<file path="config.mk">
export PLATFORM = sky130hd
export DESIGN_NAME = twhrt_ctrl
export DESIGN_NICKNAME = d
export VERILOG_FILES = /design/src/design/twhrt_pkg.sv /design/src/design/twhrt_ctrl.sv
export SDC_FILE = /design/constraint.sdc
export NUM_CORES = 1
export LEC_CHECK = 0
export BUFFER_PORTS_ARGS = -buffer_cell sky130_fd_sc_hd__buf_2
export CORE_AREA = 2 2 39 41
export CTS_CLUSTER_SIZE = 24
export DETAILED_ROUTE_END_ITERATION = 10
export DIE_AREA = 0 0 41 43
export SLEW_MARGIN = 40
export SYNTH_ARGS = -nofsm -noshare
export SYNTH_HDL_FRONTEND = slang
export SYNTH_SLANG_ARGS = --single-unit
export TNS_END_PERCENT = 5
</file>
<file path="constraint.sdc">
create_clock -name clk_i -period 2.8 [get_ports clk_i]
set_clock_uncertainty 0.2 [all_clocks]
set_input_delay 0.28 -clock clk_i [delete_from_list [all_inputs] [get_ports clk_i]]
set_output_delay 0.28 -clock clk_i [all_outputs]
set_load 0.01 [all_outputs]
</file>
<file path="src/design/twhrt_pkg.sv">
// shared constants, codes and command/status types of the hashed ref table
// no dependencies; compiled first
package twhrt_pkg;

  localparam int MaxBucketsLog2Def = 10;
  localparam int Ways              = 2;
  localparam int KeyW              = 64;
  localparam int CountW            = 32;
  localparam int SlotW             = KeyW + CountW;
  localparam int RowW              = Ways * SlotW;
  localparam int CfgW              = 32;

  localparam logic [35:0] HashPrime = 36'd32212254719;
  // floor(2**66 / prime), scales the top 30 bits of the hash into a quotient estimate
  localparam logic [31:0] HashRecip = 32'h8888_8888;

  localparam logic [1:0] ACT_GET     = 2'd0;
  localparam logic [1:0] ACT_TAKE    = 2'd1;
  localparam logic [1:0] ACT_RELEASE = 2'd2;

  localparam logic [2:0] ST_HIT         = 3'd0;
  localparam logic [2:0] ST_INSERTED    = 3'd1;
  localparam logic [2:0] ST_DECREMENTED = 3'd2;
  localparam logic [2:0] ST_REMOVED     = 3'd3;
  localparam logic [2:0] ST_FULL        = 3'd4;
  localparam logic [2:0] ST_NOT_FOUND   = 3'd5;
  localparam logic [2:0] ST_BAD_KEY     = 3'd6;

  localparam logic [1:0] CFG_MULT = 2'd0;
  localparam logic [1:0] CFG_ADD  = 2'd1;
  localparam logic [1:0] CFG_LOG2 = 2'd2;

  typedef struct packed {
    logic in_ready;
    logic mul_lo;
    logic mul_hi;
    logic sum;
    logic recip;
    logic fold;
    logic corr;
    logic rd_en;
    logic eval;
    logic clr_write;
  } cmd_t;

  typedef struct packed {
    logic in_valid;
    logic out_busy;
    logic clr_last;
  } stat_t;

endpackage

</file>
<file path="src/design/twhrt_ctrl.sv">
// sequencer of the hashed ref table: clear sweep, hash, modulo, bucket rmw
// depends on twhrt_pkg
module twhrt_ctrl import twhrt_pkg::*; (
  input  logic  clk_i,
  input  logic  rst_ni,
  input  stat_t stat_i,
  output cmd_t  cmd_o
);

  localparam logic [3:0] S_CLEAR  = 4'd0;
  localparam logic [3:0] S_IDLE   = 4'd1;
  localparam logic [3:0] S_MUL_LO = 4'd2;
  localparam logic [3:0] S_MUL_HI = 4'd3;
  localparam logic [3:0] S_SUM    = 4'd4;
  localparam logic [3:0] S_RECIP  = 4'd5;
  localparam logic [3:0] S_FOLD   = 4'd6;
  localparam logic [3:0] S_CORR   = 4'd7;
  localparam logic [3:0] S_READ   = 4'd8;
  localparam logic [3:0] S_EVAL   = 4'd9;

  logic [3:0] state_q, state_d;

  always_comb begin
    state_d = state_q;
    cmd_o   = '0;
    case (state_q)
      S_CLEAR: begin
        cmd_o.clr_write = 1'b1;
        if (stat_i.clr_last) state_d = S_IDLE;
      end
      S_IDLE: begin
        cmd_o.in_ready = 1'b1;
        if (stat_i.in_valid) state_d = S_MUL_LO;
      end
      S_MUL_LO: begin
        cmd_o.mul_lo = 1'b1;
        state_d      = S_MUL_HI;
      end
      S_MUL_HI: begin
        cmd_o.mul_hi = 1'b1;
        state_d      = S_SUM;
      end
      S_SUM: begin
        cmd_o.sum = 1'b1;
        state_d   = S_RECIP;
      end
      S_RECIP: begin
        cmd_o.recip = 1'b1;
        state_d     = S_FOLD;
      end
      S_FOLD: begin
        cmd_o.fold = 1'b1;
        state_d    = S_CORR;
      end
      S_CORR: begin
        cmd_o.corr = 1'b1;
        state_d    = S_READ;
      end
      S_READ: begin
        cmd_o.rd_en = 1'b1;
        state_d     = S_EVAL;
      end
      S_EVAL: begin
        if (!stat_i.out_busy) begin
          cmd_o.eval = 1'b1;
          state_d    = S_IDLE;
        end
      end
      default: state_d = S_IDLE;
    endcase
  end

  always_ff @(posedge clk_i or negedge rst_ni) begin
    if (!rst_ni) state_q <= S_CLEAR;
    else         state_q <= state_d;
  end

`ifndef SYNTHESIS
  a_eval_free: assert property (@(posedge clk_i) disable iff (!rst_ni)
    cmd_o.eval |-> !stat_i.out_busy) else $error("result committed over a waiting beat");
  a_corr_to_read: assert property (@(posedge clk_i) disable iff (!rst_ni)
    (state_q == S_CORR) |=> state_q == S_READ)
    else $error("modulo did not hand over to bucket read");
  a_accept_start: assert property (@(posedge clk_i) disable iff (!rst_ni)
    (cmd_o.in_ready && stat_i.in_valid) |=> state_q == S_MUL_LO)
    else $error("accepted beat did not start hashing");
`endif

endmodule

</file>
==> results.cfg, run 1 <==
[sta]
hold_viol_final = 0
finalSetupTns_ns = 0
min_period_over_period_pct = 61.8
fmax_ghz = 0.578
relSlewSlack_pct = 78.8
setup_viol = 0
rsz0062_at_grt = no
worst_pin_slew_ns = 0.316
drv_slew = 0
min_period_ns = 1.73
setup_ws_ns = 1.07

[critical_path]
cp-end-kind = output port
start_kind = register
path_class = register to output port
cp.arrival_ns = 1.25
required_ns = 2.32
rr_startpoint = state_q[2]
crit_path_max_fanout = 8
startpoint = state_q[0]

[hold_path]
min_path_type = primary input to register
min_from = stat_i[0]

[clock_tree]
clk_latency_ns = 0.24
cts-root-buf = clkbuf_4
cts_setup_buffers = 0
path_clk_slew_ns = 0.04
cts_buffers = 3
cts_resized = 0
htree_num_levels = 1
clock-sinks = 4
cts_tree = done
clockBufferDepth = 2

[layout]
instances_no_fill = 63
final_nets = 54
final_core_util_pct = 25.9
reg_top3 = state_q (4)
final_cell_mix = buf_2 (14), nor3_1 (6), nor2_1 (4), dfrtp_1 (4)
top_register = state_q
final_common_cell = buf_2
areaGrowthSynthToFinish_pct = 42.1
layout-drive-gt1-share_pct = 36.2
largest_reg_flops = 4
fill_cells = 165
n_antenna_cell = 0

[pwr]
swShare_pct = 46.8
p_int_w = 0.000225
sequentialPowerShare_pct = 35.1
powerDensity_nw_per_um2 = 1180
ir_drop_mv = 0.390
clkPwrFrac_pct = 17.7
power_switching_w = 0.000198
total_leakage_power_nw = 0.184
comb_power_share_pct = 47.3

[synth]
synth_flop_cell = dfrtp_1
syn_area_um2 = 253
synth.top_cell.area_share_pct = 39.6
syn-num-nets = 36
synth_warnings = 0
synth-seq-cells = 4
syn_area_per_cell_um2 = 8.15
synth_cells = 31
synth_edf_count = 0
synthTopCellsByArea = dfrtp_1 (40%), nor3_1 (12%), nand2b_1 (7.4%)
netlist-cell-type-count = 16
async_reset_ff_share_pct = 100
synth_top_area_cell = dfrtp_1
yosysSeqAreaShare_pct = 39.6

[placement]
port_buffers = 14
placed_cells = 59
gp_congestion = 0.688
place_ws_ns = 1.33
dp_hpwl_um = 468

[routing]
routedWlPerCell_um = 10.9
wl_um = 687
route.met3.wl_um = 66
wl_met1_um = 310
maxUsedRoutingLayer = met4
antenna_left = 0
num_vias = 286
dr.pass1.iters = 4
wl_met2_um = 295
viasPerCell = 4.54
first_iter_violations = 3
drc = 0

[floorplanning]
ios = 15
row_count = 14
initial_core_util_pct = 18.3
die_x_um = 41
die_h_um = 43
core-area_um2 = 1380
dieArea_um2 = 1760

[global_routing]
grt_max_degree = 10
grt_pass1_wl_mm = 1.12
antenna_found_initial = 0
grt-ovfl-total = 0
grt_usage_pct = 10.9
first_global_vias = 273

[flow_run]
cap_viol_max_count = 0

[run_status]
status = complete, no violations
## path summary, 6_finish.rpt
path                       slack, ns          to  cells past startpoint
min reg2reg                     0.40  state_q[1]                      1
min in group asynchronous       0.17  state_q[3]                      2
max reg2reg                     1.48  state_q[0]                      2
min                             0.07  state_q[0]                      3
max                             1.07    cmd_o[0]                      2
max in group asynchronous       2.10  state_q[2]                      2
## power groups by stage
stage               registers [W]  clock network, W  logic, W
floorplan                0.000111                 0  0.000176
CTS                      0.000146         0.0000774  0.000202
finish                   0.000148         0.0000747  0.000200
detailed placement       0.000146                 0  0.000199
global placement         0.000145                 0  0.000200
global route             0.000153         0.0000802  0.000222
## final cells by class
| class | count | area (µm²) | share of cell area, % |
|---|---|---|---|
| Multi-Input combinational cell | 23 | 129 | 35.9 |
| Sequential cell | 4 | 100 | 27.9 |
| Tap cell | 16 | 20.0 | 5.57 |
| Inverter | 2 | 7.51 | 2.09 |
| Clock buffer | 3 | 22.5 | 6.27 |
| Timing Repair Buffer | 15 | 80.1 | 22.3 |
## metrics by stage
| stage | total power [W] | cell area [µm²] | hold WS [ns] |
|---|---|---|---|
| final | 0.000423 | 359 | 0.0659 |
| after global routing | 0.000455 | 359 | 0.0704 |
| after CTS | 0.000425 | 359 | 0.0622 |
| after detailed placement | 0.000345 | 327 | -0.115 |
| after global placement | 0.000345 | 327 | -0.113 |
| after floorplan | 0.000286 | 253 | -0.216 |
## per-layer routing
layer,global-route usage [%],vias to the layer above
li1,-,142
met1,13.7,127
met2,11.3,15
met3,3.14,2
met4,16.0,0
met5,0,-
## repair_timing
action | CTS | global route
setup endpoints to repair | 0 | 0
endpoints found under the hold margin | 4 | 0
hold buffers | 1 | 0
## synth_stat cells (all sizes together), types with 2 or more instances
| cell type | number |
|---|---|
| inv | 2 |
| nand2 | 2 |
| dfrtp | 4 |
| nand2b | 3 |
| nor3 | 6 |
| nor2 | 4 |
## cell families (layout without fill, tap and decap cells)
logic type / Yosys count / count (layout) / share of synthesized area, %
AOI/OAI and AO/OA: 4 / 4 / 11.9
xor gates and xnor gates: 1 / 1 / 3.47
buffers and inverters: 4 / 20 / 9.40
DFF: 4 / 4 / 39.6
and+or+nand+nor: 18 / 18 / 35.6
## worst max-delay path, cell delays in order (launching register included)
cell and delay [ns]:
dfrtp_1 0.45, nor4_1 0.35, buf_2 0.20
Note: power is estimated with default switching activity, not from simulation.
==> run 2: changes to the inputs <==
clock period = 1.7 ns   (was 2.8 ns; I/O delays follow)
==> run 2 against run 1 <==
  * Flip-flop and latch count is the same
  * Worst hold slack lost 0.023 ns
  * Critical path depth is the same
  * Non-clock buffer count grew 1
  * Combinational power grew 68%
  * First-iteration DRC count grew to 3.3 times the previous value
  * Final cell count grew 1.6%
  * Sequential share of layout area shrank 0.63 points
  * Die area is the same
  * Largest cell class unchanged
  * Highest routed layer unchanged
==> results.cfg, run 2 (same netlist as run 1, synthesis figures left out) <==
[sta]
fmax_ghz = 0.618
rsz0062_at_grt = no
min_period_ns = 1.62
finalSetupTns_ns = 0
worst_pin_slew_ns = 0.316
hold_ws_ns = 0.0431
hold_viol_final = 0
relSlewSlack_pct = 78.7
setup_viol = 0
min_period_over_period_pct = 95.1
drv_slew = 0

[routing]
drc = 0
wl_um = 684
routedWlPerCell_um = 10.7
first_iter_violations = 10
num_vias = 291
antenna_left = 0
dr.pass1.iters = 4
viasPerCell = 4.55

[clock_tree]
cts_buffers = 3
cts-root-buf = clkbuf_4
clk_latency_ns = 0.24
cts_tree = done
clockBufferDepth = 2
clock-sinks = 4
path_clk_slew_ns = 0.04
htree_num_levels = 1

[global_routing]
grt_use_met1_pct = 13.7
grt_usage_pct = 11.2
grt-busiest-layer = met4
grt-ovfl-total = 0
first_global_vias = 269
antenna_found_initial = 0
grt_max_degree = 10
grt_pass1_wl_mm = 1.14
grt_util_met3_pct = 4.71
use_met2_pct = 11.3

[layout]
top_register = state_q
final_nets = 55
n_antenna_cell = 0
postLayoutCellArea_um2 = 377
instances_no_fill = 64
areaGrowthSynthToFinish_pct = 49.0
final_common_cell = buf_2
reg_top3 = state_q (4)
fill_cells = 165
largest_reg_flops = 4
layout-drive-gt1-share_pct = 41.7
final_cell_mix = buf_2 (14), nor3_1 (5), nor2_1 (4)

[placement]
gp_congestion = 0.688
placed_area_um2 = 327
placed_cells = 59
dp_hpwl_um = 468
port_buffers = 14

[run_status]
status = complete, no violations

[floorplanning]
dieArea_um2 = 1760
ios = 15
initial_core_util_pct = 18.3
die_x_um = 41
core-area_um2 = 1380
die_h_um = 43
row_count = 14

[flow_run]
cap_viol_max_count = 0

[critical_path]
path_class = register to output port
worst_path_max_delay_cell = dfrtp_1
required_ns = 1.33
cp-end-kind = output port
path_buf_inv = 1
slowest_delay_ns = 0.45
cp.arrival_ns = 1.25
start_kind = register
path_cells = nor4_1 > buf_2
cp_top_family = flip-flops
crit_path_max_fanout = 8

[pwr]
ir_drop_mv = 0.640
powerDensity_nw_per_um2 = 1870
total_leakage_power_nw = 0.186

[hold_path]
min_path_type = primary input to register
[run 2: cell count changes in the layout (fill, tap and decap cells not counted), sizes merged]
cell / previous run / this run
dlygate4sd3: 1 / 2
[run 2: cell type report]
type | count | area [µm²] | share of cell area, %
tap | 16 | 20.0 | 5.32
clock buffer | 3 | 22.5 | 5.98
timing repair buffer | 16 | 90.1 | 23.9
inverter | 2 | 7.51 | 1.99
sequential | 4 | 103 | 27.2
multi-input combinational | 23 | 134 | 35.5
[run 2: per-layer routing]
metal | vias up | routed length [µm]
li1 | 144 | -
met1 | 130 | 299
met2 | 15 | 295
met3 | 2 | 62
met4 | 0 | 27
met5 | - | 0
[run 2: worst paths after layout]
kind / startpoint / endpoint / slack [ns] / cells past startpoint
hold reg to reg: state_q[3] / state_q[1] / 0.34 / 1
min in group asynchronous: rst_ni / state_q[0] / 0.07 / 2
hold / removal: stat_i[2] / state_q[0] / 0.04 / 3
setup / recovery: state_q[0] / cmd_o[0] / 0.08 / 2
max in group asynchronous: rst_ni / state_q[2] / 1.10 / 2
setup reg to reg: state_q[1] / state_q[0] / 0.39 / 2
[run 2: worst register-to-register path: stages (launching register included)]
cell and delay, ns:
dfrtp_1 0.44, or3_1 0.39, a32oi_1 0.20
[run 2: repair_timing]
action,CTS,global route
endpoints found under the hold margin,5,0
gates resized for setup,0,3
setup buffers,0,0
setup endpoints to repair,0,2
hold buffers,2,0
[run 2: power by group]
part           switching, W  leakage (nW)  internal [W]  total (W)
Sequential        0.0000986        0.0470      0.000148   0.000246
Combinational      0.000185         0.125      0.000150   0.000336
Clock             0.0000421        0.0138     0.0000792   0.000121
Total              0.000326         0.186      0.000377   0.000703
[run 2: through the flow]
| stage | setup slack (ns) | util, % | power (W) |
|---|---|---|---|
| after floorplan | 0.292 | - | 0.000472 |
| after global placement | 0.289 | 23.6 | 0.000568 |
| after detailed placement | 0.343 | 23.6 | 0.000568 |
| after CTS | 0.0686 | 26.7 | 0.000702 |
| after global routing | 0.00650 | 27.2 | 0.000769 |
| final | 0.0825 | 27.2 | 0.000703 |
